File: src/hdl/hopf_ram.sv
// generic single-port-write ram with registered read
`default_nettype none
module hopf_ram #(
  parameter int WIDTH = 16,
  parameter int DEPTH = 64
) (
  input  wire logic                     clk,
  input  wire logic                     we,
  input  wire logic [$clog2(DEPTH)-1:0] waddr,
  input  wire logic [WIDTH-1:0]         wdata,
  input  wire logic                     re,
  input  wire logic [$clog2(DEPTH)-1:0] raddr,
  output logic      [WIDTH-1:0]         rdata
);

  logic [WIDTH-1:0] mem [DEPTH];

  always_ff @(posedge clk) begin
    if (we) begin
      mem[waddr] <= wdata;
    end
    if (re) begin
      rdata <= mem[raddr];
    end
  end

endmodule
`default_nettype wire

File: config.mk
export PLATFORM = sky130hd
export DESIGN_NAME = hopf_ram
export DESIGN_NICKNAME = d
export VERILOG_FILES = /design/src/hdl/hopf_ram.sv
export SDC_FILE = /design/constraint.sdc
export NUM_CORES = 1
export LEC_CHECK = 0
export BUFFER_PORTS_ARGS = -buffer_cell sky130_fd_sc_hd__buf_2
export CORE_MARGIN = 4
export CORE_UTILIZATION = 56
export CTS_CLUSTER_SIZE = 40
export DETAILED_ROUTE_END_ITERATION = 16
export GPL_TIMING_DRIVEN = 0
export PLACE_DENSITY_LB_ADDON = 0.25
export SLEW_MARGIN = 40
export SYNTH_ARGS = -nofsm -noshare
export SYNTH_HDL_FRONTEND = slang
export SYNTH_SLANG_ARGS = --single-unit
File: constraint.sdc
create_clock -name clk -period 2.4 [get_ports clk]
set_clock_uncertainty 0.2 [all_clocks]
set_input_delay 0.12 -clock clk [delete_from_list [all_inputs] [get_ports clk]]
set_output_delay 0.12 -clock clk [all_outputs]
set_load 0.01 [all_outputs]
== Word level (Yosys, flattened, before mapping) ==
Memory sizes are Yosys's and may differ from the RTL's. A register that Yosys moved wholly into a read port is not among the register bits.
Index checks and enable logic that the tools add are counted.

* $mul: 0
* Mux-type cells: 2
* Divide/modulo/power cells: 0
* Reduce and logical (&&, ||, !) cells: 0
* $add $sub $neg: 0
* Magnitude comparators: 0
* Equality and inequality tests: 0
* Bitwise operators: 0
* Shift operators: 0

{| class="wikitable"
|+ Operators with widths
! cell !! count
|-
| $mux 1 || 2
|}

* Logic and storage cells: 3
* Latch bits: 0
* Output and inout port bits: 16
* Register bits: 0
* ROM bits: 0
* Memories kept: 1
* Memory bits (writable): 1,024
* Input bits: 31

{| class="wikitable"
|+ Memories
! name !! words !! width !! read ports !! clocked after Yosys merged registers in !! write ports !! RTL line !! text
|-
| mem || 64 || 16 || 1 || 1 || 1 || 16 || <nowiki>logic [WIDTH-1:0] mem [DEPTH];</nowiki>
|}

== Logic depth before layout (Yosys ltp) ==
Gate-level depths: netlist of the first run.

* Word-level depth: 2
* Mapped depth: 10
* Gate-level depth less buffers: 5

== Worst setup path before layout of the first run ==
Ideal clock, no wire load.

* Kind: input-to-reg
* From: input waddr[3]
* To: memory mem[48][0], enable pin
* Cell stages on the path: 4
* Arrival time: 1,746 ps
* Setup time: 409 ps
* Path buffers: 1
* Required time: 1,791 ps
* Setup slack: 45 ps
* Cell sequence: clkbuf_1 -> nor2b_1 -> nand4b_1 -> nor3_1

{| class="wikitable"
|+ RTL lines
! element !! RTL line !! text
|-
| start: declaration || 9 || <nowiki>input wire logic [$clog2(DEPTH)-1:0] waddr,</nowiki>
|-
| end: declaration || 16 ||
|}

Straight into the memory's write port.

==> metrics.md, run 1 <==
| Metric | Value |
|---|---|
| Status | `finished, violations left` |
| Failing checks | `negative setup slack` |
| Worst-case clock buffer depth | `3` |
| Initial antenna violation count | `1` |
| Clk root buf | `clkbuf_16` |
| Layout fillers | `4,527` |
| Crit-path leading delay family | `multiplexers` |
| Synth Instances | `1,829` |
| Critical-path cell list | `mux4_2 > mux2i_2 > a22oi_1 > a31oi_2 > a311oi_1` |
| Chip Height | `276 um` |
| WP data required | `roughly 2500 ps` |
| PwrDens | `between 800 and 900 mW/mm^2` |
| NumNets Final | `2,046` |
| Final non-filler cell area | `0.0461 mm^2` |
| Yosys warns | `0` |
| Input/output buffers | `39` |
| Post-synthesis sequential area ratio | `77.7%` |
| Remaining DRCs | `0` |
| Hold depth | `3` |
| Register-to-Register Path Depth | `5` |
| Routed Antenna Nets | `0` |
| Slowest stage cell, crit path | `mux4_2` |
| Crit. Startpoint | `mem[18][9]$_DFFE_PP_` |
| FMAX | `0.410 GHz` |
| DR vias | `19,800` |
| LEAKAGE | `14.4 nW` |
| Buffer and inverter count on the worst path | `0` |
| Hold Crit Start | `waddr[2]` |
| Synth Register Bits | `1,040` |
| DR iter-0 viols | `~2,400` |
| First-pass GRT wire length | `141 mm` |
| Mapped Area | `0.0402 mm^2` |
| Reg clk slew, reported paths | `60 ps` |
| Worst slew pin tran | `853 ps` |
| Peak supply drop | `0.602 mV` |
| Final Max Slew Viols | `0` |
| Total grt overflow | `0` |
| CORE AREA | `0.0706 mm^2` |
| DR WL/cell | `approximately 33 um` |
| Slack of the worst reg-to-reg path | `-40 ps` |
| CTS tree | `yes` |
| CP max FO | `1` |
| Final min period | `2440 ps` |
| H-tree Lvls | `3` |
| Unrepaired setup endpoints after global routing | `false` |
| DP HPWL | `61.6 mm` |
| Distinct cell type count after synthesis | `42` |
| Crit Path Class | `flop to flop` |
| Placed Area | `0.0424 mm^2` |
| WL final | `99.0 mm` |
| Starting density of the core | `56.9%` |
| Critical R2R Launch | `mem[18][9]$_DFFE_PP_` |
| 1st-pass router iterations | `6` |
| Final worst slack | `-40.2 ps` |
| CP Capture Type | `flop` |
| Max-Cap Viols | `0` |
| Endpoints failing hold | `0` |
| N_diodes | `0` |
| Setup Viol. Count Final | `7` |
| Layout Cells excl Fill | `3,037` |
| HP Class | `input pin to flop` |
| Total track usage | `26.5%` |
| Vias in the first global route | `roughly 20,000` |
| Die width | `276 um` |
| Worst-skew pair later-pin latency | `around 670 ps` |
| Hold Path Sink | `mem[54][13]$_DFFE_PP_` |
| Pin count of the biggest net entering global routing | `65` |
| Reg-to-Reg End | `rdata[9]$_DFFE_PP_` |
| GPL Wtd Cong | `0.894` |
| Mean Syn Cell Area | `22.0 um^2` |
| Startpoint types | `flop` |
| Num CTS Buffers | `102` |
| Slew headroom | `43.0%` |
| I/O Pins | `47` |
| Final period util | `102%` |
| FP Rows | `97` |
| Synthesis-to-layout area growth | `14.7%` |
| Die Footprint | `0.0761 mm^2` |
| WP data arrival | `2580 ps` |
| Vias per inst | `~6.5` |
| Clk sinks | `1,040` |
| Layout cell share with drive strength beyond 1 | `30.2%` |
| Post-Syn Nets | `roughly 1,900` |
| Post-Place Cells | `between 2,000 and 3,000` |
| Peak per-stage delay on the critical path | `490 ps` |
## power breakdown
part	internal [mW]	leakage, nW	total [mW]	switching (mW)
sequential	20.1	9.37	20.2	0.0333
clock	9.32	1.62	16.0	6.64
combinational	0.743	3.44	2.12	1.38
## sequential cells by signal, summed over array words and instances, names as in the netlist
signal and flops:
mem 1024, rdata 16
## timing repair
action | CTS | global route
hold buffers | 23 | 0
endpoints found under the setup margin | 12 | 8
pin swaps | 0 | 1
setup buffers | 0 | 0
hold endpoints to repair | 1045 | 0
gates cloned | 0 | 0
resized for setup | 20 | 15
## cell usage in the layout, fill, tap and decap left out, types with 7 or more instances in the layout
cell type,n
edfxtp_1,1040
mux4_2,220
clkbuf_16,104
mux2i_1,73
nor2_4,62
nand2_1,57
buf_2,56
clkbuf_1,42
a22oi_1,39
buf_4,37
nor2b_1,30
mux2_2,27
dlygate4sd3_1,23
clkinv_1,21
nand3_1,19
buf_6,18
clkinv_2,18
a21oi_1,16
a221oi_1,16
bufinv_16,13
buf_8,12
nand4_1,12
mux2i_2,11
a211o_1,8
nor2_1,8
a211oi_1,8
a31oi_2,7
clkbuf_2,7
## worst min-delay path, cell delays in order
cell      delay [ps]
clkbuf_1         210
nand2_1          230
nor2_4           150
## worst max path at each step
stage	to	slack [ps]	cells past startpoint
2_1_floorplan	mem[48][0]$_DFFE_PP_	50	4
3_3_place_gp	mem[48][14]$_DFFE_PP_	-1150	3
3_5_place_dp	rdata[4]$_DFFE_PP_	-820	8
4_1_cts	rdata[9]$_DFFE_PP_	3	5
5_1_grt	rdata[0]$_DFFE_PP_	0.2	5
6_report	rdata[9]$_DFFE_PP_	-40	5
## metal layers
layer	routed length [um]	GRT usage, %	part of all wire, %
met2	47400	41.8	48
met4	3800	9.61	3.8
met1	38500	37.6	39
met5	9	0	0.0091
met3	9290	5.34	9.4
## layout make-up
cell class	instances	area (um^2)	area share, %
plain buffers	104	747	1.62
clock buffers	127	2690	5.83
repair buffers	82	759	1.65
multi-input cells	685	8880	19.3
clock inverters	59	628	1.36
flip-flops and latches	1040	31200	67.7
well taps	940	1180	2.55
## logic make-up after synthesis
logic type / share of synthesized area [%]
compound gates: 2.40
buf+inv: 1.82
flops: 77.7
mux: 15.5
simple gates: 2.64
## per-stage QoR
| step | setup slack (ps) | util [%] | setup TNS [ps] | power, mW | hold WS (ps) |
|---|---|---|---|---|---|
| after floorplan | 45.2 | - | 0 | 21.6 | 18.9 |
| after global placement | -1150 | 58.9 | -694190 | 22.5 | 332 |
| after detailed placement | -824 | 60.0 | -158250 | 22.6 | 336 |
| after CTS | 2.60 | 65.1 | 0 | 38.3 | 8.77 |
| after global routing | 0.168 | 65.3 | 0 | 39.3 | 79.5 |
| final | -40.2 | 65.3 | -118 | 38.3 | 36.8 |
## cell usage after synthesis
| cell | number | share of area (%) |
|---|---|---|
| nand2_1 | 59 | 0.55 |
| clkbuf_4 | 1 | 0.019 |
| a221oi_1 | 16 | 0.35 |
| nand4_1 | 12 | 0.19 |
| nor2_2 | 2 | 0.031 |
| and2_1 | 2 | 0.031 |
| and4_1 | 5 | 0.11 |
| buf_1 | 3 | 0.028 |
| nor4_2 | 3 | 0.093 |
| a41oi_1 | 5 | 0.11 |
| clkbuf_1 | 24 | 0.22 |
| mux2i_1 | 85 | 2.1 |
| a211o_1 | 8 | 0.17 |
| nand3_1 | 24 | 0.30 |
| nor3_1 | 2 | 0.025 |
| clkbuf_2 | 2 | 0.025 |
| mux2_2 | 27 | 0.76 |
| buf_8 | 3 | 0.11 |
| a31oi_1 | 8 | 0.12 |
| o21ai_1 | 3 | 0.037 |
| nand4b_1 | 1 | 0.022 |
| buf_2 | 36 | 0.45 |
| nand2_4 | 1 | 0.028 |
| a211oi_1 | 8 | 0.15 |
| nand2b_1 | 3 | 0.047 |
| buf_12 | 5 | 0.25 |
| mux4_2 | 220 | 12 |
| or3_1 | 1 | 0.016 |
| or3b_2 | 1 | 0.022 |
| nor2b_1 | 30 | 0.47 |
| mux4_1 | 4 | 0.26 |
| nor2_1 | 72 | 0.67 |
| a21oi_1 | 17 | 0.21 |
| o21ai_0 | 5 | 0.062 |
| a22o_1 | 6 | 0.13 |
| a311oi_1 | 8 | 0.17 |
| buf_6 | 17 | 0.48 |
| nand3b_1 | 2 | 0.037 |
| edfxtp_1 | 1040 | 78 |
| buf_4 | 13 | 0.24 |
| a221o_1 | 6 | 0.15 |
| a22oi_1 | 39 | 0.73 |
No activity file was read; power rests on OpenSTA's default activity.
==> run 2: changes to the inputs <==
--- a/config.mk
+++ b/config.mk
@@ -11,7 +11,7 @@
 export CTS_CLUSTER_SIZE = 40
 export DETAILED_ROUTE_END_ITERATION = 16
 export GPL_TIMING_DRIVEN = 0
-export PLACE_DENSITY_LB_ADDON = 0.25
+export PLACE_DENSITY = 0.79
 export SLEW_MARGIN = 40
 export SYNTH_ARGS = -nofsm -noshare
 export SYNTH_HDL_FRONTEND = slang
==> run 2 against run 1 <==
  * Sequential cell count is the same
  * The run still ends with negative setup slack left
  * Hold slack better by 15 ps
  * Global-route usage about the same
  * Final cell count is 0.43% lower
  * Sequential power is essentially flat
==> metrics.md, run 2 (synthesized netlist as in run 1, its figures left out) <==
| Metric | Value |
|---|---|
| Max reg flops | `1,024 (unchanged)` |
| Final min period | `2530 ps (was 2440 ps)` |
| Reg clk slew, reported paths | `70 ps (was 60 ps)` |
| LEAKAGE | `14.2 nW (was 14.4 nW)` |
| Crit Path Class | `input pin to flop (was flop to flop)` |
| Worst-case clock buffer depth | `3 (unchanged)` |
| Clk sinks | `1,040 (unchanged)` |
| DP HPWL | `60.4 mm (was 61.6 mm)` |
| Clk root buf | `clkbuf_16 (unchanged)` |
| Vias per inst | `6.70 (was 6.53)` |
| Largest registers | `mem (1024), rdata (16) (unchanged)` |
| Hold Path Sink | `mem[54][5]$_DFFE_PP_ (was mem[54][13]$_DFFE_PP_)` |
| Final period util | `105% (was 102%)` |
| FMAX | `0.395 GHz (was 0.410 GHz)` |
| Failing checks | `negative setup slack (unchanged)` |
| First-pass GRT wire length | `142 mm (was 141 mm)` |
| CP Capture Type | `flop (unchanged)` |
| Final total power | `37.0 mW (was 38.3 mW)` |
| Largest Register | `mem (unchanged)` |
| Slew headroom | `40.6% (was 43.0%)` |
| Max-Cap Viols | `0 (unchanged)` |
| Input/output buffers | `39 (unchanged)` |
| DR WL/cell | `33.0 um (was 32.6 um)` |
| PwrDens | `810 mW/mm^2 (was 830 mW/mm^2)` |
| Initial antenna violation count | `5 (was 1)` |
| Synthesis-to-layout area growth | `13.7% (was 14.7%)` |
| Unrepaired setup endpoints after global routing | `true (was false)` |
| Routed Antenna Nets | `0 (unchanged)` |
| H-tree Lvls | `3 (unchanged)` |
| CTS tree | `yes (unchanged)` |
| Total track usage | `26.5% (about the same)` |
| Internal | `29.1 mW (was 30.2 mW)` |
| Startpoint types | `input pin (was flop)` |
| Hold depth | `3 (unchanged)` |
| Starting density of the core | `56.9% (unchanged)` |
| Layout Cells excl Fill | `3,024 (was 3,037)` |
| NumNets Final | `2,034 (was 2,046)` |
| Vias in the first global route | `20,400 (was 19,800)` |
| I/O Pins | `47 (unchanged)` |
| Endpoints failing hold | `0 (unchanged)` |
| DR vias | `20,200 (was 19,800)` |
| Worst slew pin tran | `890 ps (was 853 ps)` |
| WP data arrival | `2670 ps (was 2580 ps)` |
| Setup Viol. Count Final | `13 (was 7)` |
| Remaining DRCs | `0 (unchanged)` |
| Post-Place Cells | `2,819 (was 2,826)` |
| Status | `finished, violations left (unchanged)` |
| Final Max Slew Viols | `0 (unchanged)` |
| Post-CTS Setup Repair Bufs | `0 (unchanged)` |
| Die Footprint | `0.0761 mm^2 (unchanged)` |
| CORE AREA | `0.0706 mm^2 (unchanged)` |
| Worst-skew pair later-pin latency | `660 ps (was 670 ps)` |
| Total grt overflow | `0 (unchanged)` |
| Die width | `276 um (unchanged)` |
| FP Rows | `97 (unchanged)` |
| Layout cell share with drive strength beyond 1 | `29.8% (was 30.2%)` |
| Sw Share | `21.4% (was 21.0%)` |
| Seq pwr share | `54.6% (was 52.7%)` |
| Comb pwr share | `5.8% (was 5.5%)` |
| Reg-to-Reg End | `rdata[4]$_DFFE_PP_ (was rdata[9]$_DFFE_PP_)` |
| Setup TNS | `-882 ps (was -118 ps)` |
| CP max FO | `10 (was 1)` |
| Hold Crit Start | `waddr[2] (unchanged)` |
| 1st-pass router iterations | `6 (unchanged)` |
| DR iter-0 viols | `2,873 (was 2,401)` |
| Chip Height | `276 um (unchanged)` |
| Num CTS Buffers | `97 (was 102)` |
| Register-to-Register Path Depth | `5 (unchanged)` |
| Commonest non-fill, non-tap cells in the layout | `edfxtp_1 (1,040), mux4_2 (220), clkbuf_16 (101), mux2i_1 (75), nor2_4 (62) (was edfxtp_1 (1,040), mux4_2 (220), clkbuf_16 (104), mux2i_1 (73), nor2_4 (62))` |
| Critical R2R Launch | `mem[4][4]$_DFFE_PP_ (was mem[18][9]$_DFFE_PP_)` |
| Switching pwr | `7.90 mW (was 8.05 mW)` |
| Slack of the worst reg-to-reg path | `-40 ps (about the same)` |
| Final worst slack | `-131 ps (was -40.2 ps)` |
| GPL Wtd Cong | `0.921 (was 0.894)` |
| Pin count of the biggest net entering global routing | `65 (unchanged)` |
| WL final | `99.7 mm (was 99.0 mm)` |
| Peak supply drop | `0.613 mV (was 0.602 mV)` |
| Most common cell after layout, fill and taps aside | `edfxtp_1 (unchanged)` |
| Clk network pwr share | `39.6% (was 41.7%)` |
| HP Class | `input pin to flop (unchanged)` |
| WP data required | `2540 ps (about the same)` |
-- run 2: changes by cell type in the layout (fill, tap and decap cells not counted), moves of 3 or more --
cell       previous run  this run
bufinv_16            13         5
clkbuf_1             42        36
buf_8                12         8
clkinv_2             18        22
diode_2               0         4
mux2i_2              11         7
buf_16                3         0
clkbuf_16           104       101
clkbuf_4              2         5
clkinv_1             21        24
clkinv_4              0         3
-- run 2: worst max-delay path by stage --
| stage | slack, ps | cells after the start | from | endpoint |
|---|---|---|---|---|
| 5_1_grt | -20 | 9 | raddr[1] | rdata[6]$_DFFE_PP_ |
| 2_1_floorplan | 50 | 4 | waddr[3] | mem[48][0]$_DFFE_PP_ |
| 3_5_place_dp | -840 | 7 | raddr[1] | rdata[11]$_DFFE_PP_ |
| 4_1_cts | 4 | 5 | mem[7][1]$_DFFE_PP_ | rdata[1]$_DFFE_PP_ |
| 3_3_place_gp | -1140 | 3 | waddr[4] | mem[48][14]$_DFFE_PP_ |
| 6_report | -130 | 7 | raddr[1] | rdata[11]$_DFFE_PP_ |
-- run 2: what timing repair did --
item / in CTS / in global routing
hold buffers: 23 / 0
setup endpoints to repair: 10 / 14
endpoints found under the hold margin: 1064 / 0
resized for setup: 18 / 23
gates cloned: 0 / 0
pin swaps: 0 / 5
-- run 2: through the flow --
stage	setup slack (ps)	utilization, %	hold WS, ps	cell area, um^2
after floorplan	45.2	-	18.9	40200
after CTS	3.51	64.4	10.6	45500
after global routing	-18.7	64.7	68.7	45700
after detailed placement	-840	59.7	336	42200
final	-131	64.7	51.8	45700
after global placement	-1140	58.9	328	41600
-- run 2: power groups by stage --
stage	Sequential (mW)	Combinational, mW	Clock, mW
floorplan	20.6	1.04	0
global placement	20.6	1.89	0
detailed placement	20.6	2.01	0
CTS	20.2	2.07	14.7
global route	20.2	2.22	15.5
finish	20.2	2.15	14.7
-- run 2: area by class of cell --
cell class                 instances  area (um^2)
antenna                            4         10.0
buffer                           104          753
clock buffer                     117         2590
clock inverter                    59          418
fill                            4375        24900
multi-input combinational        685         8930
sequential                      1040        31200
tap                              940         1180
timing repair buffer              75          591
-- run 2: worst max-delay path, stage by stage --
cell and delay (ps):
buf_2 230, buf_2 420, buf_4 310, buf_2 410
mux2_2 430, a221oi_1 570, a311oi_2 160
-- run 2: layer usage --
layer	track usage (%)	wire length, um	share of wire [%]	vias up
li1	-	-	-	8065
met4	11.3	4850	4.9	2
met5	0	13	0.013	-
met1	35.7	35300	35	10500
met2	41.4	47800	48	1429
met3	7.49	11800	12	287
